--- src/hdl/a85_pkg.sv ---
// ----------------------------------------------------------------------------
// a85_pkg
// Shared types and constants for the ascii85 stream decoder.
// ----------------------------------------------------------------------------
package a85_pkg;

    // item operation codes
    localparam logic OP_CHAR = 1'b0;
    localparam logic OP_END  = 1'b1;

    // result status codes
    localparam logic [2:0] ST_OK       = 3'd0;
    localparam logic [2:0] ST_INVALID  = 3'd1;
    localparam logic [2:0] ST_INCOMPL  = 3'd2;
    localparam logic [2:0] ST_OVERFLOW = 3'd3;
    localparam logic [2:0] ST_Z_IN_GRP = 3'd4;

    // characters of interest
    localparam logic [7:0] CH_EXCL  = 8'h21;  // '!', digit zero
    localparam logic [7:0] CH_U     = 8'h75;  // 'u', digit 84
    localparam logic [7:0] CH_Z     = 8'h7A;
    localparam logic [7:0] CH_LT    = 8'h3C;
    localparam logic [7:0] CH_TILDE = 8'h7E;
    localparam logic [7:0] CH_GT    = 8'h3E;

    localparam logic [6:0] RADIX = 7'd85;

    // register map
    localparam logic REG_FRAMING = 1'b0;

    // framing phase
    typedef enum logic [2:0] {
        PH_SEEK,
        PH_LT,
        PH_IN,
        PH_TILDE,
        PH_DONE
    } t_phase;

    // decoder state carried between items
    typedef struct packed {
        t_phase      phase;
        logic [31:0] group_value;
        logic [2:0]  digit_count;
        logic        error_latched;
    } t_state;

    // block of results caused by one item
    typedef struct packed {
        logic        emit;
        logic [31:0] word;
        logic [2:0]  count;
        logic        has_byte;
        logic [2:0]  status;
        logic        message_end;
    } t_result;

endpackage

--- src/hdl/a85_in_if.sv ---
// ----------------------------------------------------------------------------
// a85_in_if
// Character channel: valid/ready handshake with op and character payload.
// ----------------------------------------------------------------------------
interface a85_in_if;
    logic       valid;
    logic       ready;
    logic       op;
    logic [7:0] char_code;

    modport source (output valid, output op, output char_code, input ready);
    modport sink   (input valid, input op, input char_code, output ready);
endinterface

--- src/hdl/a85_out_if.sv ---
// ----------------------------------------------------------------------------
// a85_out_if
// Result channel: valid/ready handshake with one decoded byte or status-only result per transfer.
// ----------------------------------------------------------------------------
interface a85_out_if;
    logic       valid;
    logic       ready;
    logic [7:0] data_byte;
    logic       has_byte;
    logic [2:0] status;
    logic       message_end;
    logic       last;

    modport source (output valid, output data_byte, output has_byte, output status,
                    output message_end, output last, input ready);
    modport sink   (input valid, input data_byte, input has_byte, input status,
                    input message_end, input last, output ready);
endinterface

--- src/hdl/a85_step.sv ---
// ----------------------------------------------------------------------------
// a85_step
// Next-state and result logic for one input item: framing, digit
// accumulation, group completion and end-of-input flush.
// ----------------------------------------------------------------------------
module a85_step
    import a85_pkg::*;
(
    input  t_state     i_state,
    input  logic       i_framing,
    input  logic       i_op,
    input  logic [7:0] i_char,
    output t_state     o_state,
    output t_result    o_result
);

    logic        decode;
    logic        flush;
    logic [2:0]  end_status;
    logic [6:0]  digit;
    logic [38:0] acc;
    logic [19:0] pad_mul;
    logic [51:0] padded;

    // digit accumulate: value * 85 + digit
    assign digit = 7'(i_char - CH_EXCL);
    assign acc   = {7'd0, i_state.group_value} * {32'd0, RADIX} + {32'd0, digit};

    // pad with 'u' digits: value * 85^k + (85^k - 1)
    always_comb begin
        case (i_state.digit_count)
            3'd2:    pad_mul = 20'd614125;
            3'd3:    pad_mul = 20'd7225;
            default: pad_mul = 20'd85;
        endcase
    end
    assign padded = {20'd0, i_state.group_value} * {32'd0, pad_mul}
                  + {32'd0, pad_mul} - 52'd1;

    // item decision
    always_comb begin
        o_state    = i_state;
        o_result   = '0;
        decode     = 1'b0;
        flush      = 1'b1;
        end_status = ST_OK;

        if (i_op == OP_END) begin
            // end of input: flush and return to the start state
            if (i_framing) begin
                case (i_state.phase)
                    PH_SEEK, PH_LT: flush = 1'b0;
                    PH_TILDE: begin
                        flush      = 1'b0;
                        end_status = ST_INVALID;
                    end
                    default: flush = 1'b1;
                endcase
            end
            o_result.emit        = 1'b1;
            o_result.count       = 3'd1;
            o_result.message_end = 1'b1;
            if (i_state.error_latched) begin
                o_result.status = ST_OK;
            end else if (flush && i_state.digit_count == 3'd1) begin
                o_result.status = ST_INCOMPL;
            end else if (flush && i_state.digit_count != 3'd0) begin
                if (padded[51:32] != 20'd0) begin
                    o_result.status = ST_OVERFLOW;
                end else begin
                    o_result.word     = padded[31:0];
                    o_result.count    = i_state.digit_count - 3'd1;
                    o_result.has_byte = 1'b1;
                end
            end else begin
                o_result.status = end_status;
            end
            o_state.phase         = PH_SEEK;
            o_state.group_value   = '0;
            o_state.digit_count   = '0;
            o_state.error_latched = 1'b0;
        end else if (!i_state.error_latched) begin
            if (!i_framing) begin
                decode = 1'b1;
            end else begin
                // marker tracking
                case (i_state.phase)
                    PH_SEEK: begin
                        if (i_char == CH_LT) o_state.phase = PH_LT;
                    end
                    PH_LT: begin
                        if (i_char == CH_TILDE)   o_state.phase = PH_IN;
                        else if (i_char != CH_LT) o_state.phase = PH_SEEK;
                    end
                    PH_IN: begin
                        if (i_char == CH_TILDE) o_state.phase = PH_TILDE;
                        else                    decode = 1'b1;
                    end
                    PH_TILDE: begin
                        if (i_char == CH_GT) begin
                            o_state.phase = PH_DONE;
                        end else begin
                            o_state.phase         = PH_IN;
                            o_state.error_latched = 1'b1;
                            o_result.emit         = 1'b1;
                            o_result.count        = 3'd1;
                            o_result.status       = ST_INVALID;
                        end
                    end
                    default: o_state.phase = i_state.phase;
                endcase
            end

            // character decode
            if (decode) begin
                if (i_char inside {8'h20, [8'h09:8'h0D]}) begin
                    o_state.phase = o_state.phase;
                end else if (i_char == CH_Z) begin
                    o_result.emit  = 1'b1;
                    o_result.count = (i_state.digit_count != 3'd0) ? 3'd1 : 3'd4;
                    if (i_state.digit_count != 3'd0) begin
                        o_state.error_latched = 1'b1;
                        o_result.status       = ST_Z_IN_GRP;
                    end else begin
                        o_result.has_byte = 1'b1;
                    end
                end else if (i_char < CH_EXCL || i_char > CH_U) begin
                    o_state.error_latched = 1'b1;
                    o_result.emit         = 1'b1;
                    o_result.count        = 3'd1;
                    o_result.status       = ST_INVALID;
                end else if (i_state.digit_count < 3'd4) begin
                    o_state.group_value = acc[31:0];
                    o_state.digit_count = i_state.digit_count + 3'd1;
                end else if (acc[38:32] != 7'd0) begin
                    o_state.error_latched = 1'b1;
                    o_result.emit         = 1'b1;
                    o_result.count        = 3'd1;
                    o_result.status       = ST_OVERFLOW;
                end else begin
                    o_state.group_value = '0;
                    o_state.digit_count = '0;
                    o_result.emit       = 1'b1;
                    o_result.count      = 3'd4;
                    o_result.has_byte   = 1'b1;
                    o_result.word       = acc[31:0];
                end
            end
        end
    end

endmodule

--- src/hdl/ascii85_stream_decoder.sv ---
// ----------------------------------------------------------------------------
// ascii85_stream_decoder
// Ascii85 character stream to byte stream decoder with optional <~ ~> framing.
// ----------------------------------------------------------------------------
// Usage:
//   i_in  : one character (op 0) or end of input (op 1) per transfer.
//   o_out : one result per transfer; a decoded byte, or a status-only result
//           on error or at end of input. last marks the final result caused
//           by one input item, message_end the final result of an end item.
//   APB   : register 0 at address 0, bit 0 = framing enable (reset 1).
// Latency: results of an item appear on o_out the cycle after its transfer.
// Throughput: one character per cycle. An item that causes results waits
//   until the result buffer has drained down to its final result, so after a
//   completed group or a z the next result-producing item waits for the
//   earlier results to drain; items that cause no result are taken every cycle.
// Stall: when o_out is held, up to four results wait in the buffer and
//   i_in keeps taking items that cause no results.
// Reset: decoder state is cleared, framing is enabled and the buffer is
//   emptied; no result is pending after reset.
// ----------------------------------------------------------------------------
module ascii85_stream_decoder
    import a85_pkg::*;
(
    input  logic        i_clk,
    input  logic        i_rst_n,
    a85_in_if.sink      i_in,
    a85_out_if.source   o_out,
    input  logic        psel,
    input  logic        penable,
    input  logic        pwrite,
    input  logic [2:0]  paddr,
    input  logic [31:0] pwdata,
    output logic [31:0] prdata,
    output logic        pready
);

    t_state      r_state;
    t_state      n_state;
    t_result     step;
    logic        r_framing;
    logic [31:0] r_word;
    logic [2:0]  r_rem;
    logic        r_has;
    logic [2:0]  r_status;
    logic        r_mend;
    logic        in_xfer;
    logic        out_xfer;
    logic        buf_free;

    // per-item decode logic
    a85_step u_step (
        .i_state   (r_state),
        .i_framing (r_framing),
        .i_op      (i_in.op),
        .i_char    (i_in.char_code),
        .o_state   (n_state),
        .o_result  (step)
    );

    // handshakes
    assign out_xfer   = o_out.valid && o_out.ready;
    assign buf_free   = (r_rem == 3'd0) || (r_rem == 3'd1 && o_out.ready);
    assign i_in.ready = buf_free || (i_in.valid && !step.emit);
    assign in_xfer    = i_in.valid && i_in.ready;

    // result buffer outputs, most significant byte first
    assign o_out.valid       = (r_rem != 3'd0);
    assign o_out.data_byte   = r_word[31:24];
    assign o_out.has_byte    = r_has;
    assign o_out.status      = r_status;
    assign o_out.last        = (r_rem == 3'd1);
    assign o_out.message_end = r_mend && (r_rem == 3'd1);

    // configuration port
    assign pready = 1'b1;
    assign prdata = (paddr[2] == REG_FRAMING) ? {31'd0, r_framing} : 32'd0;

    always_ff @(posedge i_clk) begin
        if (!i_rst_n) begin
            r_framing <= 1'b1;
        end else if (psel && penable && pwrite && paddr[2] == REG_FRAMING) begin
            r_framing <= pwdata[0];
        end
    end

    // decoder state
    always_ff @(posedge i_clk) begin
        if (!i_rst_n) begin
            r_state.phase         <= PH_SEEK;
            r_state.group_value   <= '0;
            r_state.digit_count   <= '0;
            r_state.error_latched <= 1'b0;
        end else if (in_xfer) begin
            r_state <= n_state;
        end
    end

    // result buffer: load on a transfer that emits, shift out per result
    always_ff @(posedge i_clk) begin
        if (!i_rst_n) begin
            r_rem <= '0;
        end else if (in_xfer && step.emit) begin
            r_rem <= step.count;
        end else if (out_xfer) begin
            r_rem <= r_rem - 3'd1;
        end
    end

    always_ff @(posedge i_clk) begin
        if (in_xfer && step.emit) begin
            r_word   <= step.word;
            r_has    <= step.has_byte;
            r_status <= step.status;
            r_mend   <= step.message_end;
        end else if (out_xfer) begin
            r_word <= {r_word[23:0], 8'd0};
        end
    end

endmodule
--- src/flat_wrapper.sv ---
// flat-port wrapper written by rule: the top's interface ports become plain ports
module ascii85_stream_decoder_flat import a85_pkg::*;
  (i_clk, i_rst_n, psel, penable, pwrite, paddr, pwdata, prdata, pready, i_in_valid, i_in_op, i_in_char_code, i_in_ready, o_out_valid, o_out_data_byte, o_out_has_byte, o_out_status, o_out_message_end, o_out_last, o_out_ready);
  a85_in_if i_in_i ();
  a85_out_if o_out_i ();
  input  logic i_clk;
  input  logic i_rst_n;
  input  logic psel;
  input  logic penable;
  input  logic pwrite;
  input  logic [2:0] paddr;
  input  logic [31:0] pwdata;
  output logic [31:0] prdata;
  output logic pready;
  input wire logic [$bits(i_in_i.valid)-1:0] i_in_valid;
  input wire logic [$bits(i_in_i.op)-1:0] i_in_op;
  input wire logic [$bits(i_in_i.char_code)-1:0] i_in_char_code;
  output wire logic [$bits(i_in_i.ready)-1:0] i_in_ready;
  output wire logic [$bits(o_out_i.valid)-1:0] o_out_valid;
  output wire logic [$bits(o_out_i.data_byte)-1:0] o_out_data_byte;
  output wire logic [$bits(o_out_i.has_byte)-1:0] o_out_has_byte;
  output wire logic [$bits(o_out_i.status)-1:0] o_out_status;
  output wire logic [$bits(o_out_i.message_end)-1:0] o_out_message_end;
  output wire logic [$bits(o_out_i.last)-1:0] o_out_last;
  input wire logic [$bits(o_out_i.ready)-1:0] o_out_ready;
  assign i_in_i.valid = i_in_valid;
  assign i_in_i.op = i_in_op;
  assign i_in_i.char_code = i_in_char_code;
  assign i_in_ready = i_in_i.ready;
  assign o_out_valid = o_out_i.valid;
  assign o_out_data_byte = o_out_i.data_byte;
  assign o_out_has_byte = o_out_i.has_byte;
  assign o_out_status = o_out_i.status;
  assign o_out_message_end = o_out_i.message_end;
  assign o_out_last = o_out_i.last;
  assign o_out_i.ready = o_out_ready;
  ascii85_stream_decoder u_core (.i_clk(i_clk), .i_rst_n(i_rst_n), .i_in(i_in_i), .o_out(o_out_i), .psel(psel), .penable(penable), .pwrite(pwrite), .paddr(paddr), .pwdata(pwdata), .prdata(prdata), .pready(pready));
endmodule
--- config.mk ---
export PLATFORM = sky130hd
export DESIGN_NAME = ascii85_stream_decoder_flat
export DESIGN_NICKNAME = d
export VERILOG_FILES = /design/src/hdl/a85_pkg.sv /design/src/hdl/a85_in_if.sv /design/src/hdl/a85_out_if.sv /design/src/hdl/a85_step.sv /design/src/hdl/ascii85_stream_decoder.sv /design/src/flat_wrapper.sv
export SDC_FILE = /design/constraint.sdc
export NUM_CORES = 2
export LEC_CHECK = 0
export CORE_MARGIN = 2
export CORE_UTILIZATION = 50
export DETAILED_ROUTE_END_ITERATION = 8
export DONT_BUFFER_PORTS = 1
export HOLD_SLACK_MARGIN = 0.1
export SETUP_SLACK_MARGIN = 0.1
export SLEW_MARGIN = 40
export SYNTH_ARGS = -nofsm -noshare
export SYNTH_HDL_FRONTEND = slang
export SYNTH_SLANG_ARGS = --single-unit
--- constraint.sdc ---
create_clock -name i_clk -period 17.65 [get_ports i_clk]
set_input_delay 1.765 -clock i_clk [delete_from_list [all_inputs] [get_ports i_clk]]
set_output_delay 1.765 -clock i_clk [all_outputs]
set_load 0.05 [all_outputs]
Word-level counts from Yosys, hierarchy flattened. Index checks and enable logic that the tools add are counted. Widths: inputs -> output; s select.

Register bits after elaboration: 80. Input port bits: 51. Output and inout bits: 49. Word-level logic and storage cells: 142.

$add $sub $neg: 7. $mul: 2. Order comparisons: 5. Equal/unequal tests: 18. Muxes and demuxes: 71. Bitwise logic cells: 1. Reduce and logical (&&, ||, !) cells: 28.

Operator list (count): $mux 36 (6); $mux 40 (5); $mux 32 (5); $mux 35 (4); $mux 39 (2); $add 52x20->52 (1); $mul 32x20->52 (1); $sub 52x1->52 const B (1); $mux 3 (17); $pmux 20 s2 (1); $add 39x7->39 (1); $mul 32x7->39 const B (1); $mux 1 (28); $eq 8x6->1 const B (3); $reduce_bool 20->1 (1); $eq 8x7->1 const B (2); $eq 3x2->1 const B (4); $logic_and 1x1->1 (12); $pmux 3 s4 (1); $eq 3x1->1 const B (3); $ge 8x4->1 const B (1); $gt 8x7->1 const B (1); $le 8x4->1 const B (1); $lt 8x6->1 const B (1); other kinds (19) (29).

Depth between registers and ports, before layout.
Depth in word-level cells: 18. Depth in mapped cells: 35. Mapped depth without buffers: 32.

By module. Synthesis repeated with hierarchy kept, for this count alone.

Cell total of the unflattened synthesis: 2959. Area, all modules: 26387.8 um2.

Modules (own cells, without submodules): a85_step (instances 1, cells an instance 2635, area each 22755.6 um2); ascii85_stream_decoder (instances 1, cells an instance 324, area each 3632.2 um2).

Worst setup path after synthesis. OpenSTA, ideal clock, no wires.

Path type: register to register. From: register u_core.r_state[1] (netlist bit). To: register u_core.r_status[0] (netlist: u_core.o_out.status[0]), data pin. Setup time: 261 ps. Arrival time: 8254 ps. Setup slack: 9134 ps. Stages on the path, launching flop included: 33. Buffers on the path: 2. Period minus slack after synthesis: 8516 ps. Path through: dfxtp_1 -> inv_1 -> ha_1 -> nor2_1 -> nor2_1 -> clkbuf_1 -> ha_1 -> inv_1 -> fa_1 -> inv_1 -> fa_1 -> inv_1 -> fa_1 -> inv_1 -> fa_1 -> fa_1 -> fa_1 -> inv_1 -> fa_1 -> inv_1 -> ha_1 -> buf_2 -> a21o_1 -> a21oi_1 -> o31ai_2 -> o2111ai_1 -> a211o_1 -> a21o_1 -> a2111o_1 -> or4_4 -> or3_1 -> a22oi_1 -> o21ai_1.

RTL lines: from (decl) (line ascii85_stream_decoder.sv:37) `t_state r_state;`; from (signal assigned) (line ascii85_stream_decoder.sv:94) `r_state <= n_state;`; to (signal assigned) (line ascii85_stream_decoder.sv:113) `r_status <= step.status;`; to (decl) (line ascii85_stream_decoder.sv:44) `logic [2:0] r_status;`.

Worst setup path in the final report.
From: register u_core.r_state[1] (netlist bit). To: register u_core.r_word[5], data pin.

Longest elaborated chain between the ends: 14. Elaborated cells on any way between the ends: 31. Classes of those cells: 2 x add/sub; 1 x mul; 1 x order compare; 3 x eq/ne; 15 x mux; 9 x reduce/logical.

Ends and longest elaborated chain: parallel branches: the longest is 7 deep, another holds $mul 32x20->52; $mux 40 * (line a85_step.sv:48) `if (i_op == OP_END) begin`; $logic_not 1->1 (line ascii85_stream_decoder.sv:63) `assign i_in.ready = buf_free || (i_in.valid && !step.emit);`; $logic_and 1x1->1 (line ascii85_stream_decoder.sv:63); $logic_or 1x1->1 (line ascii85_stream_decoder.sv:63); $logic_and 1x1->1 (line ascii85_stream_decoder.sv:64) `assign in_xfer = i_in.valid && i_in.ready;`; $logic_and 1x1->1 (line ascii85_stream_decoder.sv:110) `if (in_xfer && step.emit) begin`; $mux 32 * (line ascii85_stream_decoder.sv:110); to (signal assigned) (line ascii85_stream_decoder.sv:111) `r_word <= step.word;`; to (signal assigned) (line ascii85_stream_decoder.sv:116) `r_word <= {r_word[23:0], 8'd0};`; to (decl) (line ascii85_stream_decoder.sv:41) `logic [31:0] r_word;`.

Every way passes the cells marked *. A chain may end at the register's enable or synchronous reset.

==> run metrics <==
drt wl/cell=between 15 and 20 um; clk sinks=80; Routed Wire Length=between 70,000 and 80,000 um; first-pass GRT wire length=between 100,000 and 150,000 um; minimum clock period=roughly 11 ns; slew margin rel.=41.1%; ys flop type=dfxtp_1; IO Pins=100; Mapped Cells=2,952; initial antenna violation count=0; largest cells by area after synthesis=fa_1 33%, ha_1 21%, inv_1 12%, edfxtp_1 4.3%, dfxtp_1 3.3%; total track usage=approximately 28%; clock root buffer=clkbuf_16; Hold Fails Final Rpt=0; drt pass-1 iters=5; GRT Residual Overflow=0; layout cell share with drive strength beyond 1=between 2 and 3%; CP Max Fanout=32; Worst-path clk slew=about 0.06 ns; kind of end point of the critical path=register; Nets=between 3,000 and 4,000; Clk pwr share=~28%; period utilisation layout=about three fifths; final setup vio count=0; worst skew pair latency=0.36 ns; crit path max-delay cell type=or4_1; combinational share of power=25.3%; HPWL Detailed=around 62,000 um; worst hold slack=~0.5 ns; Reg2Reg Depth=30; TritonCTS clock tree=built; maximum VDD drop=45.4 uV; Clock Skews=a little over 0.01 ns; PortBufs=0; cell repeated most along the worst path=fa_1; sequential element share of the synthesized area=under 10%; leakage=0.0142 uW; Worst setup SP type=register; Post-CTS Resized=0; CP Class=register to register; Yosys cell types=85; Die Wd=roughly 230 um; EDFF count, synth=37; Pins Over Slew Limit=0; Die H=between 200 and 250 um; transition time of the tightest slew-check pin=roughly 0.88 ns; H-tree levels=3; synthesis warning total=0; Achievable Freq=between 0.09 and 0.1 GHz; Antenna Nets Post-Route=0; GP Congestion=around 0.95; Core Region=~51,000 um^2; hold-critical path depth=2; syn avg cell area=slightly below 9 um^2; Net Sw Frac=40.6%; Net Sw Power=274 uW; status=complete, no violations; Initial Util=about 50%; antenna cell count=0; ys async rst share=0%; clk buf depth=2; CP Data Required Time=17.78 ns; cell taking the most area after synthesis=fa_1; RSZ-0062 raised after global routing=false; Critical Path AT=about 11 ns; number of global-route vias before repair=about 20,000; CTS buffer count=9; P_int=401 uW; pwr/cell area=25.4 nW/um^2; largest net degree at the start of global routing=between 50 and 60; cell area after synthesis=25,800 um^2; setup bufs post-CTS=0; top cell type's share of synthesized area=about a third; hold crit path type=register to register; Sequential Power Share=about 46%; routed via count=about 20,000; drt initial violations=between 1,000 and 1,500; cts hold-fix bufs=0; Max-Cap Viols=0; final setup TNS=0 ns; Layout area overhead=3.05%; Via density=about 5.4; Critical Path Max Stage Delay=a little over 0.6 ns; # DRC=0; synthesized flop and latch total=80; Die Area=approximately 53,000 um^2; row count=83
## power groups by stage
stage	Sequential (uW)	Clock, uW	Combinational, uW
after floorplan	270	0	182
after global placement	316	0	165
after detailed placement	316	0	168
after CTS	312	192	170
after global routing	317	199	185
final	313	190	171
## state kept, by name, indices dropped and copies added, names as in the netlist
signal and count:
u_core.o_out.has_byte 1, u_core.r_word 32, u_core.r_rem 3, u_core.r_framing 1, u_core.r_state 39, u_core.o_out.status 3
u_core.r_mend 1
## worst max-delay path, delay by kind of cell (launching register included)
| kind | cells | cell delay, ns |
|---|---|---|
| DFF | 1 | 0.41 |
| and+or+nand+nor | 6 | 2.10 |
| AOI/OAI and AO/OA | 6 | 2.23 |
| buffers and inverters | 7 | 0.74 |
| xor gates and xnor gates | 1 | 0.15 |
| adders and majority gates | 10 | 4.88 |
## worst paths after layout
path | startpoint | to | slack [ns]
setup / recovery | u_core.r_state[1] | u_core.r_word[5] | 6.83
hold / removal | u_core.r_state[2] | u_core.r_state[2] | 0.50
setup reg to reg | u_core.r_state[1] | u_core.r_word[5] | 6.83
hold reg to reg | u_core.r_state[2] | u_core.r_state[2] | 0.50
## cells in the mapped netlist, types with 8 or more instances
library cell and n:
a2bb2oi_1 10, dfxtp_1 43, o21ai_1 25, fa_1 423, o211ai_1 13, o21ai_0 57, clkbuf_1 46, xor2_1 31
inv_1 844, nor3_1 35, nor4_1 13, nand3_1 39, nand2b_1 21, and2_1 45, a211oi_1 11, a21o_1 26
edfxtp_1 37, and3_1 10, nand2_1 225, o22ai_1 8, a21oi_1 160, nor2_1 67, a31oi_1 12, nand4_1 36
or3_1 31, xnor2_1 38, ha_1 426, o21bai_1 8, o21a_1 11, buf_4 46, buf_2 16
## cells in the final DEF (no fill, tap or decap), types with 5 or more instances in the layout
| cell | instances |
|---|---|
| xor2_1 | 31 |
| edfxtp_1 | 37 |
| ha_1 | 425 |
| or2_2 | 7 |
| a21o_1 | 26 |
| and2_1 | 45 |
| nor3b_1 | 5 |
| buf_4 | 16 |
| o21ai_0 | 57 |
| o21ai_1 | 25 |
| o31ai_1 | 5 |
| fa_1 | 423 |
| o22ai_1 | 8 |
| nor3_1 | 28 |
| clkbuf_16 | 10 |
| conb_1 | 32 |
| nand3_1 | 39 |
| o21a_1 | 11 |
| or3_1 | 31 |
| xnor2_1 | 38 |
| o211ai_2 | 6 |
| nor2_1 | 65 |
| nand4_1 | 36 |
| nand2b_1 | 21 |
| dfxtp_1 | 43 |
| nor3_2 | 8 |
| o211ai_1 | 13 |
| o21bai_1 | 8 |
| a21oi_1 | 160 |
| a211o_1 | 5 |
| a2bb2oi_1 | 10 |
| nor4_1 | 13 |
| o221ai_2 | 7 |
| a211oi_1 | 11 |
| inv_1 | 844 |
| or4_1 | 5 |
| and3_1 | 10 |
| nand2_1 | 225 |
| a31oi_1 | 12 |
## final cells by class
cell class	instances	area (um^2)
clock buffer	13	262
clock inverter	3	23.8
fill	4883	24600
inverter	846	3180
multi-input combinational	1942	20200
sequential	80	1970
tap	680	851
timing repair buffer	16	120
## cells by family after synthesis
kind of cell | share of synthesized area, %
multiplexers | 0.243
flip-flops | 7.65
buffers and inverters | 14.8
AND/OR/NAND/NOR | 10.9
adder cells (fa/ha/maj) | 53.5
XOR/XNOR | 2.34
other | 0.0291
AO/OA/AOI/OAI | 10.6
## layer usage
| layer | global-route usage, % | up-vias | wire, um |
|---|---|---|---|
| li1 | - | 9107 | - |
| met1 | 38.1 | 9733 | 31300 |
| met2 | 47.5 | 577 | 33900 |
| met3 | 3.15 | 93 | 3890 |
| met4 | 7.56 | 0 | 2240 |
| met5 | 0 | - | 0 |
## stage by stage
step / util [%] / cells / worst slack, ns / total power [uW] / instance area, um^2
after floorplan: - / 2982 / 9.13 / 452 / 25900
after global placement: 51.3 / 3564 / 6.69 / 481 / 26200
after detailed placement: 51.4 / 3564 / 7.05 / 484 / 26300
after CTS: 51.9 / 3580 / 6.98 / 674 / 26600
after global routing: 51.9 / 3580 / 6.49 / 701 / 26600
final: 51.9 / 3580 / 6.83 / 674 / 26600
(Power assumes the default switching activity.)
